==> src/hdl/rhd_pkg.sv <==
`timescale 1ns / 1ps
// ----------------------------------------------------------------------------
// rhd_pkg
// Shared types and constants for the run-length hex payload decoder.
// ----------------------------------------------------------------------------
package rhd_pkg;

    localparam logic [7:0] STAR_CHAR  = 8'h2A;
    localparam logic [7:0] COUNT_BIAS = 8'd29;
    // Raw count characters accepted: bias plus 3 up to bias plus 97
    localparam logic [7:0] COUNT_LO   = 8'd32;
    localparam logic [7:0] COUNT_HI   = 8'd126;
    localparam int         COUNT_W    = 7;

    // Status codes
    localparam logic [1:0] ST_OK      = 2'd0;
    localparam logic [1:0] ST_BAD_HEX = 2'd1;
    localparam logic [1:0] ST_BAD_CNT = 2'd2;
    localparam logic [1:0] ST_ODD_LEN = 2'd3;

    // Pairing state of the hex unit
    typedef struct packed {
        logic [3:0] high_nibble;
        logic       nibble_pending;
        logic [1:0] error_code;
    } hex_state_t;

    // Result of one pass through the hex unit
    typedef struct packed {
        hex_state_t next;
        logic       emit;
        logic [7:0] data_val;
    } hex_step_t;

endpackage

==> src/hdl/rhd_hex_unit.sv <==
`timescale 1ns / 1ps
// ----------------------------------------------------------------------------
// rhd_hex_unit
// Shared step unit: decodes one expanded character as a hex digit and pairs
// it with a held high digit, updating the sticky error status.
// ----------------------------------------------------------------------------
module rhd_hex_unit
    import rhd_pkg::*;
(
    input  logic [7:0] ch,
    input  hex_state_t st,
    output hex_step_t  res
);

    logic       digit_ok;
    logic [3:0] digit;
    logic [7:0] diff_num;
    logic [7:0] diff_lc;
    logic [7:0] diff_uc;

    assign diff_num = ch - 8'h30;
    assign diff_lc  = ch - 8'h57;
    assign diff_uc  = ch - 8'h37;

    // Decode the digit value
    always_comb
    begin
        digit_ok = 1'b1;
        digit    = 4'd0;
        if (ch inside {[8'h30 : 8'h39]})
        begin
            digit = diff_num[3:0];
        end
        else if (ch inside {[8'h61 : 8'h66]})
        begin
            digit = diff_lc[3:0];
        end
        else if (ch inside {[8'h41 : 8'h46]})
        begin
            digit = diff_uc[3:0];
        end
        else
        begin
            digit_ok = 1'b0;
        end
    end

    // Pair digits; hold everything once an error is latched
    always_comb
    begin
        res.next     = st;
        res.emit     = 1'b0;
        res.data_val = {st.high_nibble, digit};
        if (st.error_code == ST_OK)
        begin
            if (!digit_ok)
            begin
                res.next.error_code = ST_BAD_HEX;
            end
            else if (!st.nibble_pending)
            begin
                res.next.high_nibble    = digit;
                res.next.nibble_pending = 1'b1;
            end
            else
            begin
                res.next.nibble_pending = 1'b0;
                res.emit                = 1'b1;
            end
        end
    end

endmodule

==> src/hdl/rle_hex_payload_decoder_core.sv <==
`timescale 1ns / 1ps
// ----------------------------------------------------------------------------
// rle_hex_payload_decoder_core
// Run-length expanding hex payload decoder with a streaming interface.
// ----------------------------------------------------------------------------
// Payload characters enter one transaction at a time, tlast on the final one.
// An ordinary character or a repeat mark is handled on its own; the count
// character after a mark is followed by one expansion per repeated character
// (3 to 97), since the single hex unit handles one expanded character per
// cycle; no input is taken meanwhile. The end transaction follows the last.
// Every step waits while the output register holds a result not yet taken.
// Output: a decoded byte has tuser high; the end transaction has tlast high
// and carries the status (0 ok, 1 bad hex digit, 2 bad count, 3 odd length).
// ----------------------------------------------------------------------------
module rle_hex_payload_decoder_core
    import rhd_pkg::*;
(
    input  logic        clk,
    input  logic        rst_n,
    input  logic        s_tvalid,
    output logic        s_tready,
    input  logic [7:0]  s_tdata,   // [7:0] char_in
    input  logic        s_tlast,   // is_last
    output logic        m_tvalid,
    input  logic        m_tready,
    output logic [15:0] m_tdata,   // [7:0] data_byte, [9:8] status, rest zero
    output logic        m_tuser,   // byte_valid
    output logic        m_tlast    // payload_end
);

    localparam logic [1:0] S_IDLE   = 2'd0;
    localparam logic [1:0] S_REPEAT = 2'd1;
    localparam logic [1:0] S_END    = 2'd2;

    logic [1:0]         state_reg, state_next;
    logic [7:0]         prev_char_reg, prev_char_next;
    logic               have_prev_reg, have_prev_next;
    logic               repeat_pending_reg, repeat_pending_next;
    hex_state_t         hex_reg, hex_next;
    logic [COUNT_W-1:0] count_reg, count_next;
    logic               last_reg, last_next;
    logic               valid_reg, valid_next;
    logic [7:0]         odata_reg, odata_next;
    logic [1:0]         ostatus_reg, ostatus_next;
    logic               obyte_reg, obyte_next;
    logic               oend_reg, oend_next;

    logic       slot_free;
    logic       accept;
    logic [7:0] unit_char;
    logic [7:0] count_raw;
    hex_step_t  step;

    assign slot_free = !valid_reg || m_tready;
    assign s_tready  = (state_reg == S_IDLE) && slot_free;
    assign accept    = s_tvalid && s_tready;
    assign unit_char = (state_reg == S_REPEAT) ? prev_char_reg : s_tdata;
    assign count_raw = s_tdata - COUNT_BIAS;

    rhd_hex_unit u_hex
    (
        .ch  (unit_char),
        .st  (hex_reg),
        .res (step)
    );

    // Sequencer and result selection
    always_comb
    begin
        state_next          = state_reg;
        prev_char_next      = prev_char_reg;
        have_prev_next      = have_prev_reg;
        repeat_pending_next = repeat_pending_reg;
        hex_next            = hex_reg;
        count_next          = count_reg;
        last_next           = last_reg;
        valid_next          = valid_reg && !m_tready;
        odata_next          = odata_reg;
        ostatus_next        = ostatus_reg;
        obyte_next          = obyte_reg;
        oend_next           = oend_reg;

        case (state_reg)
            S_IDLE:
            begin
                if (accept)
                begin
                    last_next = s_tlast;
                    if (repeat_pending_reg)
                    begin
                        repeat_pending_next = 1'b0;
                        if ((s_tdata < COUNT_LO) || (s_tdata > COUNT_HI))
                        begin
                            if (hex_reg.error_code == ST_OK)
                            begin
                                hex_next.error_code = ST_BAD_CNT;
                            end
                            state_next = s_tlast ? S_END : S_IDLE;
                        end
                        else
                        begin
                            count_next = count_raw[COUNT_W-1:0];
                            state_next = S_REPEAT;
                        end
                    end
                    else if ((s_tdata == STAR_CHAR) && have_prev_reg && !s_tlast)
                    begin
                        repeat_pending_next = 1'b1;
                    end
                    else
                    begin
                        prev_char_next = s_tdata;
                        have_prev_next = 1'b1;
                        hex_next       = step.next;
                        if (step.emit)
                        begin
                            valid_next   = 1'b1;
                            odata_next   = step.data_val;
                            ostatus_next = ST_OK;
                            obyte_next   = 1'b1;
                            oend_next    = 1'b0;
                        end
                        state_next = s_tlast ? S_END : S_IDLE;
                    end
                end
            end

            S_REPEAT:
            begin
                if (slot_free)
                begin
                    hex_next   = step.next;
                    count_next = count_reg - 1'b1;
                    if (step.emit)
                    begin
                        valid_next   = 1'b1;
                        odata_next   = step.data_val;
                        ostatus_next = ST_OK;
                        obyte_next   = 1'b1;
                        oend_next    = 1'b0;
                    end
                    if (count_reg == {{(COUNT_W-1){1'b0}}, 1'b1})
                    begin
                        state_next = last_reg ? S_END : S_IDLE;
                    end
                end
            end

            S_END:
            begin
                if (slot_free)
                begin
                    valid_next = 1'b1;
                    odata_next = 8'd0;
                    obyte_next = 1'b0;
                    oend_next  = 1'b1;
                    if ((hex_reg.error_code == ST_OK) && hex_reg.nibble_pending)
                    begin
                        ostatus_next = ST_ODD_LEN;
                    end
                    else
                    begin
                        ostatus_next = hex_reg.error_code;
                    end
                    // Clear for the next payload
                    prev_char_next      = 8'd0;
                    have_prev_next      = 1'b0;
                    repeat_pending_next = 1'b0;
                    hex_next            = '0;
                    state_next          = S_IDLE;
                end
            end

            default:
            begin
                state_next = S_IDLE;
            end
        endcase
    end

    // Control state
    always_ff @(posedge clk or negedge rst_n)
    begin
        if (!rst_n)
        begin
            state_reg          <= S_IDLE;
            prev_char_reg      <= 8'd0;
            have_prev_reg      <= 1'b0;
            repeat_pending_reg <= 1'b0;
            hex_reg            <= '0;
            count_reg          <= '0;
            last_reg           <= 1'b0;
            valid_reg          <= 1'b0;
        end
        else
        begin
            state_reg          <= state_next;
            prev_char_reg      <= prev_char_next;
            have_prev_reg      <= have_prev_next;
            repeat_pending_reg <= repeat_pending_next;
            hex_reg            <= hex_next;
            count_reg          <= count_next;
            last_reg           <= last_next;
            valid_reg          <= valid_next;
        end
    end

    // Output payload
    always_ff @(posedge clk)
    begin
        odata_reg   <= odata_next;
        ostatus_reg <= ostatus_next;
        obyte_reg   <= obyte_next;
        oend_reg    <= oend_next;
    end

    assign m_tvalid = valid_reg;
    assign m_tdata  = {6'd0, ostatus_reg, odata_reg};
    assign m_tuser  = obyte_reg;
    assign m_tlast  = oend_reg;

endmodule
==> config.mk <==
export PLATFORM = sky130hd
export DESIGN_NAME = rle_hex_payload_decoder_core
export DESIGN_NICKNAME = d
export VERILOG_FILES = /design/src/hdl/rhd_pkg.sv /design/src/hdl/rhd_hex_unit.sv /design/src/hdl/rle_hex_payload_decoder_core.sv
export SDC_FILE = /design/constraint.sdc
export NUM_CORES = 1
export LEC_CHECK = 0
export BUFFER_PORTS_ARGS = -buffer_cell sky130_fd_sc_hd__buf_2
export CORE_MARGIN = 2
export CORE_UTILIZATION = 53
export CTS_CLUSTER_SIZE = 12
export DETAILED_ROUTE_END_ITERATION = 16
export HOLD_SLACK_MARGIN = 0.03
export PLACE_DENSITY = 0.86
export SYNTH_ARGS = -nofsm -noshare
export SYNTH_HDL_FRONTEND = slang
export SYNTH_SLANG_ARGS = --single-unit
==> constraint.sdc <==
create_clock -name clk -period 3.52 [get_ports clk]
set_input_delay 0.176 -clock clk [delete_from_list [all_inputs] [get_ports clk]]
set_output_delay 0.176 -clock clk [all_outputs]
set_load 0.03 [all_outputs]
==> results of run 1 <==
-- critical path, cell delays in order, from the launching register on --
cell	delay, ps
dfrtp_1	440
inv_1	90
ha_1	240
nand2b_1	210
nand2_1	180
inv_1	60
ha_1	190
and3b_1	170
or3_1	390
o21ai_1	200
ha_1	200
nand2_1	70
nor2_1	90
a21oi_1	50
nor3_1	290
-- cell families after synthesis --
logic type,after synthesis,synth area share (%)
adders and majority gates,12,5.520
and+or+nand+nor,126,23.69
xor gates and xnor gates,5,1.610
muxes,6,2.438
DFF,40,39.01
other,1,0.1379
AOI/OAI and AO/OA,86,21.34
buffers and inverters,35,6.256
-- cell usage in the layout (no fill, tap or decap), drive strengths merged, types with 3 or more instances in the layout --
cell and count:
inv 14, nor3 7, conb 6, o31ai 6, nand2 45, o21ai 27
xor2 3, clkbuf 5, or3 4, a21oi 20, o22ai 4, nand4 5
mux2i 4, nand3 10, and2 4, dfrtp 28, ha 12, nor2 20
buf 33, nor2b 6, a211o 3, o21a 3, edfxtp 12, nand2b 11
-- area by class of cell --
class | count | share of cell area (%)
Multi-Input combinational cell | 241 | 50.04
Sequential cell | 40 | 35.22
Timing Repair Buffer | 34 | 6.395
Tap cell | 70 | 2.907
Clock buffer | 5 | 2.284
Inverter | 14 | 1.744
Clock inverter | 3 | 1.412
-- final timing paths --
kind / end / cells after the start / from / slack (ps)
worst min-delay path: last_reg / 3 / s_tlast / 130
min in group asynchronous: last_reg / 2 / rst_n / 440
worst max-delay path: ostatus_reg[1] / 14 / state_reg[1] / 330
worst max register to register: ostatus_reg[1] / 14 / state_reg[1] / 330
worst min register to register: last_reg / 2 / last_reg / 490
max in group asynchronous: prev_char_reg[6] / 2 / rst_n / 2660
-- per-layer routing --
layer	up-vias	wire (um)	global-route usage, %
met4	0	107	7.992
met3	11	311	3.571
met2	77	2832	38.07
met5	-	0	0
met1	1105	2534	30.60
li1	1148	-	-
-- power by group --
part | switching, mW | internal [mW] | leakage, nW
registers | 0.111 | 0.666 | 0.468
logic | 0.510 | 0.263 | 0.745
clock network | 0.162 | 0.210 | 0.0541
total | 0.783 | 1.14 | 1.27
-- metrics by stage --
step | hold WS, ps | util [%] | power, mW | setup slack [ps] | instances
5_1_grt | 134.2 | 59.75 | 2.071 | 71.29 | 407
4_1_cts | 118.4 | 59.75 | 1.937 | 357.5 | 407
2_1_floorplan | -119.6 | - | 1.352 | 245.2 | 316
3_5_place_dp | 240.8 | 57.34 | 1.557 | 373.6 | 398
3_3_place_gp | 234.6 | 57.34 | 1.527 | 554.3 | 398
6_report | 129.9 | 59.75 | 1.922 | 334.8 | 407
==> impl_results.html, run 1 <==
<table>
<tr><th>Metric</th><th>Value</th></tr>
<tr><th colspan="2">Power</th></tr>
<tr><td>Leakage component of the power</td><td>1.267 nW</td></tr>
<tr><td>Maximum vdd drop</td><td>0.0003262 V</td></tr>
<tr><td>Power density cells</td><td>637.8 nW/um^2</td></tr>
<tr><th colspan="2">Route</th></tr>
<tr><td>Total via count after detailed routing</td><td>2341</td></tr>
<tr><td>Drt pass-1 iters</td><td>4</td></tr>
<tr><td>Routed length per placed instance</td><td>14.22 um</td></tr>
<tr><td>Total wirelength of the detailed-routed design</td><td>5.786 mm</td></tr>
<tr><td>Remaining number of nets flagged by the antenna check after routing</td><td>0</td></tr>
<tr><td>Count of unresolved DRC violations after routing</td><td>0</td></tr>
<tr><td>Number of design-rule violations left by the first detailed-router iteration</td><td>235</td></tr>
<tr><td>Average vias per placed instance</td><td>5.752</td></tr>
<tr><th colspan="2">Cells and area</th></tr>
<tr><td>Area delta synth-&gt;final</td><td>10.76%</td></tr>
<tr><td>Total non-filler cell area in the finished layout</td><td>3013 um^2</td></tr>
<tr><td>Post-layout net count</td><td>361</td></tr>
<tr><td>Number of diodes added for antenna fixing</td><td>0</td></tr>
<tr><td>Area of the multi-input gates</td><td>1508 um^2</td></tr>
<tr><td>Seq. cell area</td><td>1061 um^2</td></tr>
<tr><td>Share of cells above drive strength 1</td><td>15.73%</td></tr>
<tr><td>Final-layout fill cell count</td><td>454</td></tr>
<tr><th colspan="2">Logic synthesis</th></tr>
<tr><td>Register bit total from synthesis</td><td>40</td></tr>
<tr><td>Dominant cell type by area after synthesis</td><td>dfrtp_1</td></tr>
<tr><td>Share of the synthesized area in the top cell type</td><td>25.76%</td></tr>
<tr><td>Fraction of registers with async set or reset after synthesis</td><td>70.00%</td></tr>
<tr><td>Synthesized netlist cell count</td><td>311</td></tr>
<tr><td>Post-synth top cells</td><td>nand2_1, dfrtp_1, o21ai_0, a21oi_1, nor2_1</td></tr>
<tr><td>Top area cells in the synthesized netlist</td><td>dfrtp_1, edfxtp_1, nand2_1</td></tr>
<tr><td>Number of distinct library cells after synthesis</td><td>62</td></tr>
<tr><td>Count of flip-flops with a built-in enable after synthesis</td><td>12</td></tr>
<tr><td>Share of synthesized area occupied by flip-flops and latches</td><td>39.01%</td></tr>
<tr><td>Number of synthesis warnings</td><td>0</td></tr>
<tr><td>Summed instance area of the synthesized netlist</td><td>2720 um^2</td></tr>
<tr><td>Most used standard cell by instance count after synthesis</td><td>nand2_1</td></tr>
<tr><td>Leading register cell type out of synthesis</td><td>dfrtp_1</td></tr>
<tr><td>Syn_area_per_cell</td><td>8.746 um^2</td></tr>
<tr><th colspan="2">CTS</th></tr>
<tr><td>Clock transition at the registers of the reported paths</td><td>80 ps</td></tr>
<tr><td>Clock latency at the later pin of the worst-skew pair</td><td>290 ps</td></tr>
<tr><td>Number of buffers added by the clock tree synthesis step</td><td>5</td></tr>
<tr><td>Buffer count from post-CTS setup fixing</td><td>0</td></tr>
<tr><td>CTS tree</td><td>yes</td></tr>
<tr><td>Post-CTS sizing</td><td>0</td></tr>
<tr><td>H-tree level count</td><td>2</td></tr>
<tr><td>Number of buffers added to fix hold violations after cts</td><td>1</td></tr>
<tr><td>Clock Root Buffer</td><td>clkbuf_8</td></tr>
<tr><td>Total number of clock tree sinks</td><td>40</td></tr>
<tr><td>Max Root-Sink Buffers</td><td>2</td></tr>
<tr><th colspan="2">Global route</th></tr>
<tr><td>Total track usage</td><td>22.92%</td></tr>
<tr><td>Number of antenna violations at the first check in global routing</td><td>0</td></tr>
<tr><td>Vias in the first global route</td><td>2135</td></tr>
<tr><td>Global-route wire length before repair</td><td>9.984 mm</td></tr>
<tr><td>Largest net degree at the start of global routing</td><td>29</td></tr>
<tr><td>Leftover overflow at the end of global routing</td><td>0</td></tr>
<tr><th colspan="2">Worst setup path</th></tr>
<tr><td>Type of destination of the critical path</td><td>register</td></tr>
<tr><td>Highest net fanout along the worst path</td><td>6</td></tr>
<tr><td>Arrival time reported for the critical path endpoint</td><td>3150 ps</td></tr>
<tr><td>Data required time of the worst path</td><td>3490 ps</td></tr>
<tr><td>Type of element launching the critical path</td><td>register</td></tr>
<tr><td>Path type of the worst setup path</td><td>reg2reg</td></tr>
<tr><th colspan="2">STA</th></tr>
<tr><td>Final period demand of the worst path</td><td>3185 ps</td></tr>
<tr><td>Max transition margin</td><td>56.91%</td></tr>
<tr><td>Unrepaired setup endpoints after global routing</td><td>no</td></tr>
<tr><td>Fmax</td><td>314.0 MHz</td></tr>
<tr><td>Final setup TNS</td><td>0 ps</td></tr>
<tr><td>Max Transition Viols Final</td><td>0</td></tr>
<tr><td>Final Setup Violations</td><td>0</td></tr>
<tr><td>Final setup skew</td><td>7.700 ps</td></tr>
<tr><td>Transition at the pin with the smallest max-transition slack</td><td>646.4 ps</td></tr>
<tr><td>Period utilisation layout</td><td>90.49%</td></tr>
<tr><td>Final Hold Fails</td><td>0</td></tr>
<tr><th colspan="2">Placed design</th></tr>
<tr><td>HPWL after DPL</td><td>4.210 mm</td></tr>
<tr><td>GP Congestion</td><td>0.9336</td></tr>
<tr><td>Area post-placement</td><td>2892 um^2</td></tr>
<tr><td>IO Port Bufs</td><td>26</td></tr>
<tr><th colspan="2">Floorplan</th></tr>
<tr><td>Total I/O pin count</td><td>33</td></tr>
<tr><td>Core area</td><td>5042 um^2</td></tr>
<tr><td>Total die area</td><td>5721 um^2</td></tr>
<tr><td>Floorplan die height</td><td>75.64 um</td></tr>
<tr><td>Total number of placement rows</td><td>26</td></tr>
<tr><td>Chip Width</td><td>75.64 um</td></tr>
<tr><td>Initial core utilization</td><td>53.95%</td></tr>
<tr><th colspan="2">Status</th></tr>
<tr><td>Outcome</td><td>finished, final reports clean</td></tr>
<tr><th colspan="2">Flow run</th></tr>
<tr><td>Max-capacitance violation count</td><td>0</td></tr>
<tr><th colspan="2">Hold path</th></tr>
<tr><td>Path type of the worst min-delay path</td><td>in2reg</td></tr>
</table>
No activity file was read; power rests on OpenSTA's default activity.
==> run 2: changes to the inputs <==
--- a/config.mk
+++ b/config.mk
@@ -6,7 +6,7 @@
 export NUM_CORES = 1
 export LEC_CHECK = 0
 export BUFFER_PORTS_ARGS = -buffer_cell sky130_fd_sc_hd__buf_2
-export CORE_MARGIN = 2
+export CORE_ASPECT_RATIO = 1.75
 export CORE_UTILIZATION = 53
 export CTS_CLUSTER_SIZE = 12
 export DETAILED_ROUTE_END_ITERATION = 16
==> run 2 against run 1 <==
Compared with the run above: critical path depth did not move; via count rose by 1.5%; sequential cell count unchanged; final cell count is 3.9% lower; combinational power is essentially flat; die area fell by 5.0%; non-clock buffer count stayed put.
==> impl_results.html, run 2 (synthesis gave the netlist of run 1 again) <==
<table>
<tr><th>Metric</th><th>Value</th></tr>
<tr><th colspan="2">CTS</th></tr>
<tr><td>Number of buffers added by the clock tree synthesis step</td><td>5 (unchanged)</td></tr>
<tr><td>Total number of clock tree sinks</td><td>40 (unchanged)</td></tr>
<tr><td>H-tree level count</td><td>2 (unchanged)</td></tr>
<tr><td>Clock Root Buffer</td><td>clkbuf_8 (unchanged)</td></tr>
<tr><td>Max Root-Sink Buffers</td><td>2 (unchanged)</td></tr>
<tr><td>Clock transition at the registers of the reported paths</td><td>80 ps (about the same)</td></tr>
<tr><td>Buffer count from post-CTS setup fixing</td><td>0 (unchanged)</td></tr>
<tr><td>CTS tree</td><td>yes (unchanged)</td></tr>
<tr><td>Clock latency at the later pin of the worst-skew pair</td><td>300 ps (was 290 ps)</td></tr>
<tr><th colspan="2">STA</th></tr>
<tr><td>Final setup TNS</td><td>0 ps (unchanged)</td></tr>
<tr><td>Transition at the pin with the smallest max-transition slack</td><td>664.2 ps (was 646.4 ps)</td></tr>
<tr><td>Max Transition Viols Final</td><td>0 (unchanged)</td></tr>
<tr><td>Final setup skew</td><td>8.536 ps (was 7.700 ps)</td></tr>
<tr><td>Max transition margin</td><td>55.72% (was 56.91%)</td></tr>
<tr><td>Least setup slack across all paths after layout</td><td>296.3 ps (was 334.8 ps)</td></tr>
<tr><td>Final Hold Fails</td><td>0 (unchanged)</td></tr>
<tr><td>Fmax</td><td>310.2 MHz (was 314.0 MHz)</td></tr>
<tr><td>Period utilisation layout</td><td>91.58% (was 90.49%)</td></tr>
<tr><td>Unrepaired setup endpoints after global routing</td><td>no (unchanged)</td></tr>
<tr><td>Final Setup Violations</td><td>0 (unchanged)</td></tr>
<tr><td>Final period demand of the worst path</td><td>3224 ps (was 3185 ps)</td></tr>
<tr><th colspan="2">Placed design</th></tr>
<tr><td>Worst slack at placement</td><td>337.4 ps (was 373.6 ps)</td></tr>
<tr><td>IO Port Bufs</td><td>26 (unchanged)</td></tr>
<tr><td>HPWL after DPL</td><td>4.510 mm (was 4.210 mm)</td></tr>
<tr><td>GP Congestion</td><td>0.8446 (was 0.9336)</td></tr>
<tr><th colspan="2">Hold path</th></tr>
<tr><td>Path type of the worst min-delay path</td><td>in2reg (unchanged)</td></tr>
<tr><td>Hold path start</td><td>s_tlast (unchanged)</td></tr>
<tr><th colspan="2">Floorplan</th></tr>
<tr><td>Chip Width</td><td>56.16 um (was 75.64 um)</td></tr>
<tr><td>Core area</td><td>4935 um^2 (was 5042 um^2)</td></tr>
<tr><td>Total I/O pin count</td><td>33 (unchanged)</td></tr>
<tr><td>Initial core utilization</td><td>55.12% (was 53.95%)</td></tr>
<tr><td>Floorplan die height</td><td>96.77 um (was 75.64 um)</td></tr>
<tr><td>Total die area</td><td>5434 um^2 (was 5721 um^2)</td></tr>
<tr><td>Total number of placement rows</td><td>34 (was 26)</td></tr>
<tr><th colspan="2">Cells and area</th></tr>
<tr><td>Most common library cell in the layout ignoring fill and taps</td><td>nand2_1 (unchanged)</td></tr>
<tr><td>Number of diodes added for antenna fixing</td><td>0 (unchanged)</td></tr>
<tr><td>Area delta synth-&gt;final</td><td>8.924% (was 10.76%)</td></tr>
<tr><td>Most frequent cells in the layout</td><td>nand2_1, dfrtp_1, buf_2, o21ai_0 (unchanged)</td></tr>
<tr><td>Share of cells above drive strength 1</td><td>15.13% (was 15.73%)</td></tr>
<tr><td>Post-layout net count</td><td>361 (unchanged)</td></tr>
<tr><th colspan="2">Power</th></tr>
<tr><td>Maximum vdd drop</td><td>0.0003925 V (was 0.0003262 V)</td></tr>
<tr><td>Leakage component of the power</td><td>1.253 nW (was 1.267 nW)</td></tr>
<tr><td>Power density cells</td><td>623.0 nW/um^2 (was 637.8 nW/um^2)</td></tr>
<tr><th colspan="2">Route</th></tr>
<tr><td>Routed length per placed instance</td><td>15.41 um (was 14.22 um)</td></tr>
<tr><td>Remaining number of nets flagged by the antenna check after routing</td><td>0 (unchanged)</td></tr>
<tr><td>Average vias per placed instance</td><td>6.074 (was 5.752)</td></tr>
<tr><td>Drt pass-1 iters</td><td>4 (unchanged)</td></tr>
<tr><td>Total via count after detailed routing</td><td>2375 (was 2341)</td></tr>
<tr><td>Count of unresolved DRC violations after routing</td><td>0 (unchanged)</td></tr>
<tr><td>Total wirelength of the detailed-routed design</td><td>6.026 mm (was 5.786 mm)</td></tr>
<tr><td>Number of design-rule violations left by the first detailed-router iteration</td><td>70 (was 235)</td></tr>
<tr><th colspan="2">Flow run</th></tr>
<tr><td>Max-capacitance violation count</td><td>0 (unchanged)</td></tr>
<tr><th colspan="2">Global route</th></tr>
<tr><td>Total track usage</td><td>23.82% (was 22.92%)</td></tr>
<tr><td>Global-route wire length before repair</td><td>10.27 mm (was 9.984 mm)</td></tr>
<tr><td>Vias in the first global route</td><td>2315 (was 2135)</td></tr>
<tr><td>Largest net degree at the start of global routing</td><td>29 (unchanged)</td></tr>
<tr><td>Leftover overflow at the end of global routing</td><td>0 (unchanged)</td></tr>
<tr><td>Number of antenna violations at the first check in global routing</td><td>0 (unchanged)</td></tr>
<tr><th colspan="2">Worst setup path</th></tr>
<tr><td>Type of element launching the critical path</td><td>register (unchanged)</td></tr>
<tr><td>Data required time of the worst path</td><td>3490 ps (about the same)</td></tr>
<tr><td>Beginning of the worst register-to-register path</td><td>state_reg[1] (unchanged)</td></tr>
<tr><td>Type of destination of the critical path</td><td>register (unchanged)</td></tr>
<tr><td>Path type of the worst setup path</td><td>reg2reg (unchanged)</td></tr>
<tr><td>Highest net fanout along the worst path</td><td>6 (unchanged)</td></tr>
<tr><td>Crit path from</td><td>state_reg[1] (unchanged)</td></tr>
<tr><td>Arrival time reported for the critical path endpoint</td><td>3190 ps (was 3150 ps)</td></tr>
<tr><th colspan="2">Status</th></tr>
<tr><td>Outcome</td><td>finished, final reports clean (unchanged)</td></tr>
</table>
## run 2: cell types whose count changed in the layout (fill, tap and decap cells not counted), sizes merged
cell / delta
bufinv: -1
clkbuf: +2
clkinvlp: -1
## run 2: cell type report
cell class / instances / area, um^2
timing repair buffer: 34 / 192.7
multi-input combinational: 241 / 1509
sequential: 40 / 1061
clock inverter: 1 / 3.754
clock buffer: 7 / 76.32
inverter: 14 / 52.55
tap: 54 / 67.56
fill: 427 / 1972
## run 2: stage by stage
| stage | area (um^2) | power (mW) | std cells | utilization [%] | hold slack, ps |
|---|---|---|---|---|---|
| detailed placement | 2872 | 1.556 | 382 | 58.19 | 240.8 |
| CTS | 2962 | 1.855 | 391 | 60.02 | 122.6 |
| finish | 2963 | 1.846 | 391 | 60.04 | 128.6 |
| global placement | 2872 | 1.527 | 382 | 58.19 | 235.3 |
| global route | 2963 | 1.977 | 391 | 60.04 | 132.6 |
| floorplan | 2739 | 1.352 | 316 | - | -119.6 |
## run 2: final timing paths
path                                  end  depth (start not counted)  slack (ps)
max                        ostatus_reg[0]                         14         300
min                              last_reg                          3         130
max reg2reg                ostatus_reg[0]                         14         300
min reg2reg                      last_reg                          2         490
max in group asynchronous      hex_reg[3]                          2        2640
min in group asynchronous        m_tvalid                          2         430
## run 2: layer usage
metal	up-vias	routed length, um	track usage [%]
met2	75	3281	43.22
met3	16	258	3.877
met5	-	0	0
met1	1125	2291	24.85
met4	0	194	14.26
li1	1159	-	-
## run 2: power by group
group          switching (mW)  internal, mW
clock network           0.159         0.138
logic                   0.510         0.263
registers               0.109         0.666
## run 2: worst max-delay path, stage by stage (launching register included)
cell	delay, ps
dfrtp_1	430
inv_1	90
ha_1	250
nand2b_1	210
nand2_1	170
inv_1	70
ha_1	200
and3b_1	180
or3_1	400
o21ai_1	190
ha_1	190
nand2_1	70
nor2_1	90
a21oi_1	50
nor3_1	300
## run 2: repair_timing
action	CTS	global route
gates resized for setup	0	1
endpoints found under the setup margin	0	1
endpoints found under the hold margin	28	0
hold buffers	1	0
==> run 3: changes to the inputs <==
--- a/config.mk
+++ b/config.mk
@@ -6,8 +6,8 @@
 export NUM_CORES = 1
 export LEC_CHECK = 0
 export BUFFER_PORTS_ARGS = -buffer_cell sky130_fd_sc_hd__buf_2
-export CORE_ASPECT_RATIO = 1.75
 export CORE_UTILIZATION = 53
+export CTS_CLUSTER_DIAMETER = 60
 export CTS_CLUSTER_SIZE = 12
 export DETAILED_ROUTE_END_ITERATION = 16
 export HOLD_SLACK_MARGIN = 0.03
==> run 3 against run 2 <==
Compared with the run above: clock power increased by 28%; sequential share of layout area decreased by 0.57 points; routed wire length decreased by 4.4%.
==> impl_results.html, run 3 (synthesis gave the netlist of run 1 again) <==
<table>
<tr><th>Metric</th><th>Value</th></tr>
<tr><th colspan="2">Worst setup path</th></tr>
<tr><td>Type of destination of the critical path</td><td>register (unchanged)</td></tr>
<tr><td>Arrival time reported for the critical path endpoint</td><td>3210 ps (was 3190 ps)</td></tr>
<tr><td>Reg2reg setup slack</td><td>280 ps (was 300 ps)</td></tr>
<tr><td>Data required time of the worst path</td><td>3490 ps (about the same)</td></tr>
<tr><td>Highest net fanout along the worst path</td><td>14 (was 6)</td></tr>
<tr><td>Path type of the worst setup path</td><td>reg2reg (unchanged)</td></tr>
<tr><td>Type of element launching the critical path</td><td>register (unchanged)</td></tr>
<tr><th colspan="2">CTS</th></tr>
<tr><td>Total number of clock tree sinks</td><td>40 (unchanged)</td></tr>
<tr><td>H-tree level count</td><td>2 (unchanged)</td></tr>
<tr><td>Clock latency at the later pin of the worst-skew pair</td><td>300 ps (about the same)</td></tr>
<tr><td>CTS tree</td><td>yes (unchanged)</td></tr>
<tr><td>Clock transition at the registers of the reported paths</td><td>80 ps (about the same)</td></tr>
<tr><td>Number of buffers added by the clock tree synthesis step</td><td>5 (unchanged)</td></tr>
<tr><td>Clock Root Buffer</td><td>clkbuf_8 (unchanged)</td></tr>
<tr><td>Max Root-Sink Buffers</td><td>2 (unchanged)</td></tr>
<tr><th colspan="2">Placed design</th></tr>
<tr><td>HPWL after DPL</td><td>4.188 mm (was 4.510 mm)</td></tr>
<tr><td>Worst slack at placement</td><td>313.7 ps (was 337.4 ps)</td></tr>
<tr><td>Placed instance count</td><td>395 (was 382)</td></tr>
<tr><td>Area post-placement</td><td>2888 um^2 (was 2872 um^2)</td></tr>
<tr><td>GP Congestion</td><td>0.8655 (was 0.8446)</td></tr>
<tr><td>IO Port Bufs</td><td>26 (unchanged)</td></tr>
<tr><th colspan="2">Cells and area</th></tr>
<tr><td>Most common library cell in the layout ignoring fill and taps</td><td>nand2_1 (unchanged)</td></tr>
<tr><td>Share of cells above drive strength 1</td><td>16.02% (was 15.13%)</td></tr>
<tr><td>Area delta synth-&gt;final</td><td>10.67% (was 8.924%)</td></tr>
<tr><td>Total non-filler cell area in the finished layout</td><td>3010 um^2 (was 2963 um^2)</td></tr>
<tr><td>Number of diodes added for antenna fixing</td><td>0 (unchanged)</td></tr>
<tr><td>Utilization of the core after routing</td><td>62.49% (was 60.04%)</td></tr>
<tr><td>Most frequent cells in the layout</td><td>nand2_1, dfrtp_1, buf_2, o21ai_0 (unchanged)</td></tr>
<tr><td>Post-layout net count</td><td>361 (unchanged)</td></tr>
<tr><td>Count of non-filler cells in the finished layout</td><td>404 (was 391)</td></tr>
<tr><th colspan="2">Floorplan</th></tr>
<tr><td>Initial core utilization</td><td>56.47% (was 55.12%)</td></tr>
<tr><td>Total number of placement rows</td><td>25 (was 34)</td></tr>
<tr><td>Chip Width</td><td>73.64 um (was 56.16 um)</td></tr>
<tr><td>Total I/O pin count</td><td>33 (unchanged)</td></tr>
<tr><td>Core area</td><td>4817 um^2 (was 4935 um^2)</td></tr>
<tr><td>Total die area</td><td>5423 um^2 (was 5434 um^2)</td></tr>
<tr><td>Floorplan die height</td><td>73.64 um (was 96.77 um)</td></tr>
<tr><th colspan="2">STA</th></tr>
<tr><td>Final setup TNS</td><td>0 ps (unchanged)</td></tr>
<tr><td>Final worst hold slack</td><td>127.2 ps (was 128.6 ps)</td></tr>
<tr><td>Least setup slack across all paths after layout</td><td>282.6 ps (was 296.3 ps)</td></tr>
<tr><td>Max transition margin</td><td>57.41% (was 55.72%)</td></tr>
<tr><td>Unrepaired setup endpoints after global routing</td><td>no (unchanged)</td></tr>
<tr><td>Period utilisation layout</td><td>91.97% (was 91.58%)</td></tr>
<tr><td>Fmax</td><td>308.9 MHz (was 310.2 MHz)</td></tr>
<tr><td>Max Transition Viols Final</td><td>0 (unchanged)</td></tr>
<tr><td>Final Setup Violations</td><td>0 (unchanged)</td></tr>
<tr><td>Transition at the pin with the smallest max-transition slack</td><td>638.9 ps (was 664.2 ps)</td></tr>
<tr><td>Final setup skew</td><td>2.811 ps (was 8.536 ps)</td></tr>
<tr><td>Final period demand of the worst path</td><td>3237 ps (was 3224 ps)</td></tr>
<tr><td>Final Hold Fails</td><td>0 (unchanged)</td></tr>
<tr><th colspan="2">Route</th></tr>
<tr><td>Number of design-rule violations left by the first detailed-router iteration</td><td>141 (was 70)</td></tr>
<tr><td>Routed length per placed instance</td><td>14.26 um (was 15.41 um)</td></tr>
<tr><td>Total wirelength of the detailed-routed design</td><td>5.763 mm (was 6.026 mm)</td></tr>
<tr><td>Remaining number of nets flagged by the antenna check after routing</td><td>0 (unchanged)</td></tr>
<tr><td>Total via count after detailed routing</td><td>2297 (was 2375)</td></tr>
<tr><td>Average vias per placed instance</td><td>5.686 (was 6.074)</td></tr>
<tr><td>Drt pass-1 iters</td><td>4 (unchanged)</td></tr>
<tr><td>Count of unresolved DRC violations after routing</td><td>0 (unchanged)</td></tr>
<tr><th colspan="2">Global route</th></tr>
<tr><td>Largest net degree at the start of global routing</td><td>29 (unchanged)</td></tr>
<tr><td>Global-route wire length before repair</td><td>9.729 mm (was 10.27 mm)</td></tr>
<tr><td>Vias in the first global route</td><td>2095 (was 2315)</td></tr>
<tr><td>Number of antenna violations at the first check in global routing</td><td>0 (unchanged)</td></tr>
<tr><td>Total track usage</td><td>23.47% (was 23.82%)</td></tr>
<tr><td>Leftover overflow at the end of global routing</td><td>0 (unchanged)</td></tr>
<tr><th colspan="2">Power</th></tr>
<tr><td>Maximum vdd drop</td><td>0.0003291 V (was 0.0003925 V)</td></tr>
<tr><td>Leakage component of the power</td><td>1.268 nW (was 1.253 nW)</td></tr>
<tr><td>Overall power</td><td>1.932 mW (was 1.846 mW)</td></tr>
<tr><td>Power density cells</td><td>641.9 nW/um^2 (was 623.0 nW/um^2)</td></tr>
<tr><th colspan="2">Hold path</th></tr>
<tr><td>Path type of the worst min-delay path</td><td>in2reg (unchanged)</td></tr>
<tr><th colspan="2">Flow run</th></tr>
<tr><td>Max-capacitance violation count</td><td>0 (unchanged)</td></tr>
<tr><th colspan="2">Status</th></tr>
<tr><td>Outcome</td><td>finished, final reports clean (unchanged)</td></tr>
</table>
[run 3: path summary, 6_finish.rpt]
check | to | cells past startpoint | from
worst max-delay path | ostatus_reg[1] | 15 | state_reg[1]
worst min-delay path | last_reg | 3 | s_tlast
worst max register to register | ostatus_reg[1] | 15 | state_reg[1]
worst min register to register | prev_char_reg[5] | 2 | prev_char_reg[5]
max in group asynchronous | prev_char_reg[2] | 2 | rst_n
min in group asynchronous | count_reg[4] | 2 | rst_n
[run 3: per-layer routing]
| layer | vias up | global-route usage, % | share of wire (%) |
|---|---|---|---|
| li1 | 1152 | - | - |
| met1 | 1072 | 31.27 | 44 |
| met2 | 63 | 38.74 | 49 |
| met3 | 10 | 4.527 | 5.8 |
| met4 | 0 | 7.051 | 1.2 |
| met5 | - | 0 | 0 |
[run 3: area by class of cell]
cell class                 instances  area, um^2
fill                             419        1807
multi-input combinational        241        1509
sequential                        40        1061
timing repair buffer              34       192.7
tap                               67       83.83
clock buffer                       5       68.82
inverter                          14       52.55
clock inverter                     3       42.54
[run 3: worst max-delay path, cell delays in order (launching register included)]
cell     delay [ps]
dfrtp_1         440
inv_1           110
ha_1            200
buf_4           210
nand2_1          70
o21ai_0         120
inv_1           130
ha_1            220
and3b_1         180
or3_1           390
o21ai_1         180
ha_1            180
nand2_1          70
nor2_1           90
a21oi_1          50
nor3_1          270
[run 3: where the power goes]
group	switching (mW)	internal, mW
sequential	0.113	0.665
clock	0.170	0.210
combinational	0.511	0.263
total	0.794	1.14
[run 3: what timing repair did]
item                                    in CTS  in global routing
hold buffers                                 1                  0
buffers inserted                             0                  0
endpoints found under the setup margin       0                  2
endpoints found under the hold margin       28                  0
resized for setup                            0                  1
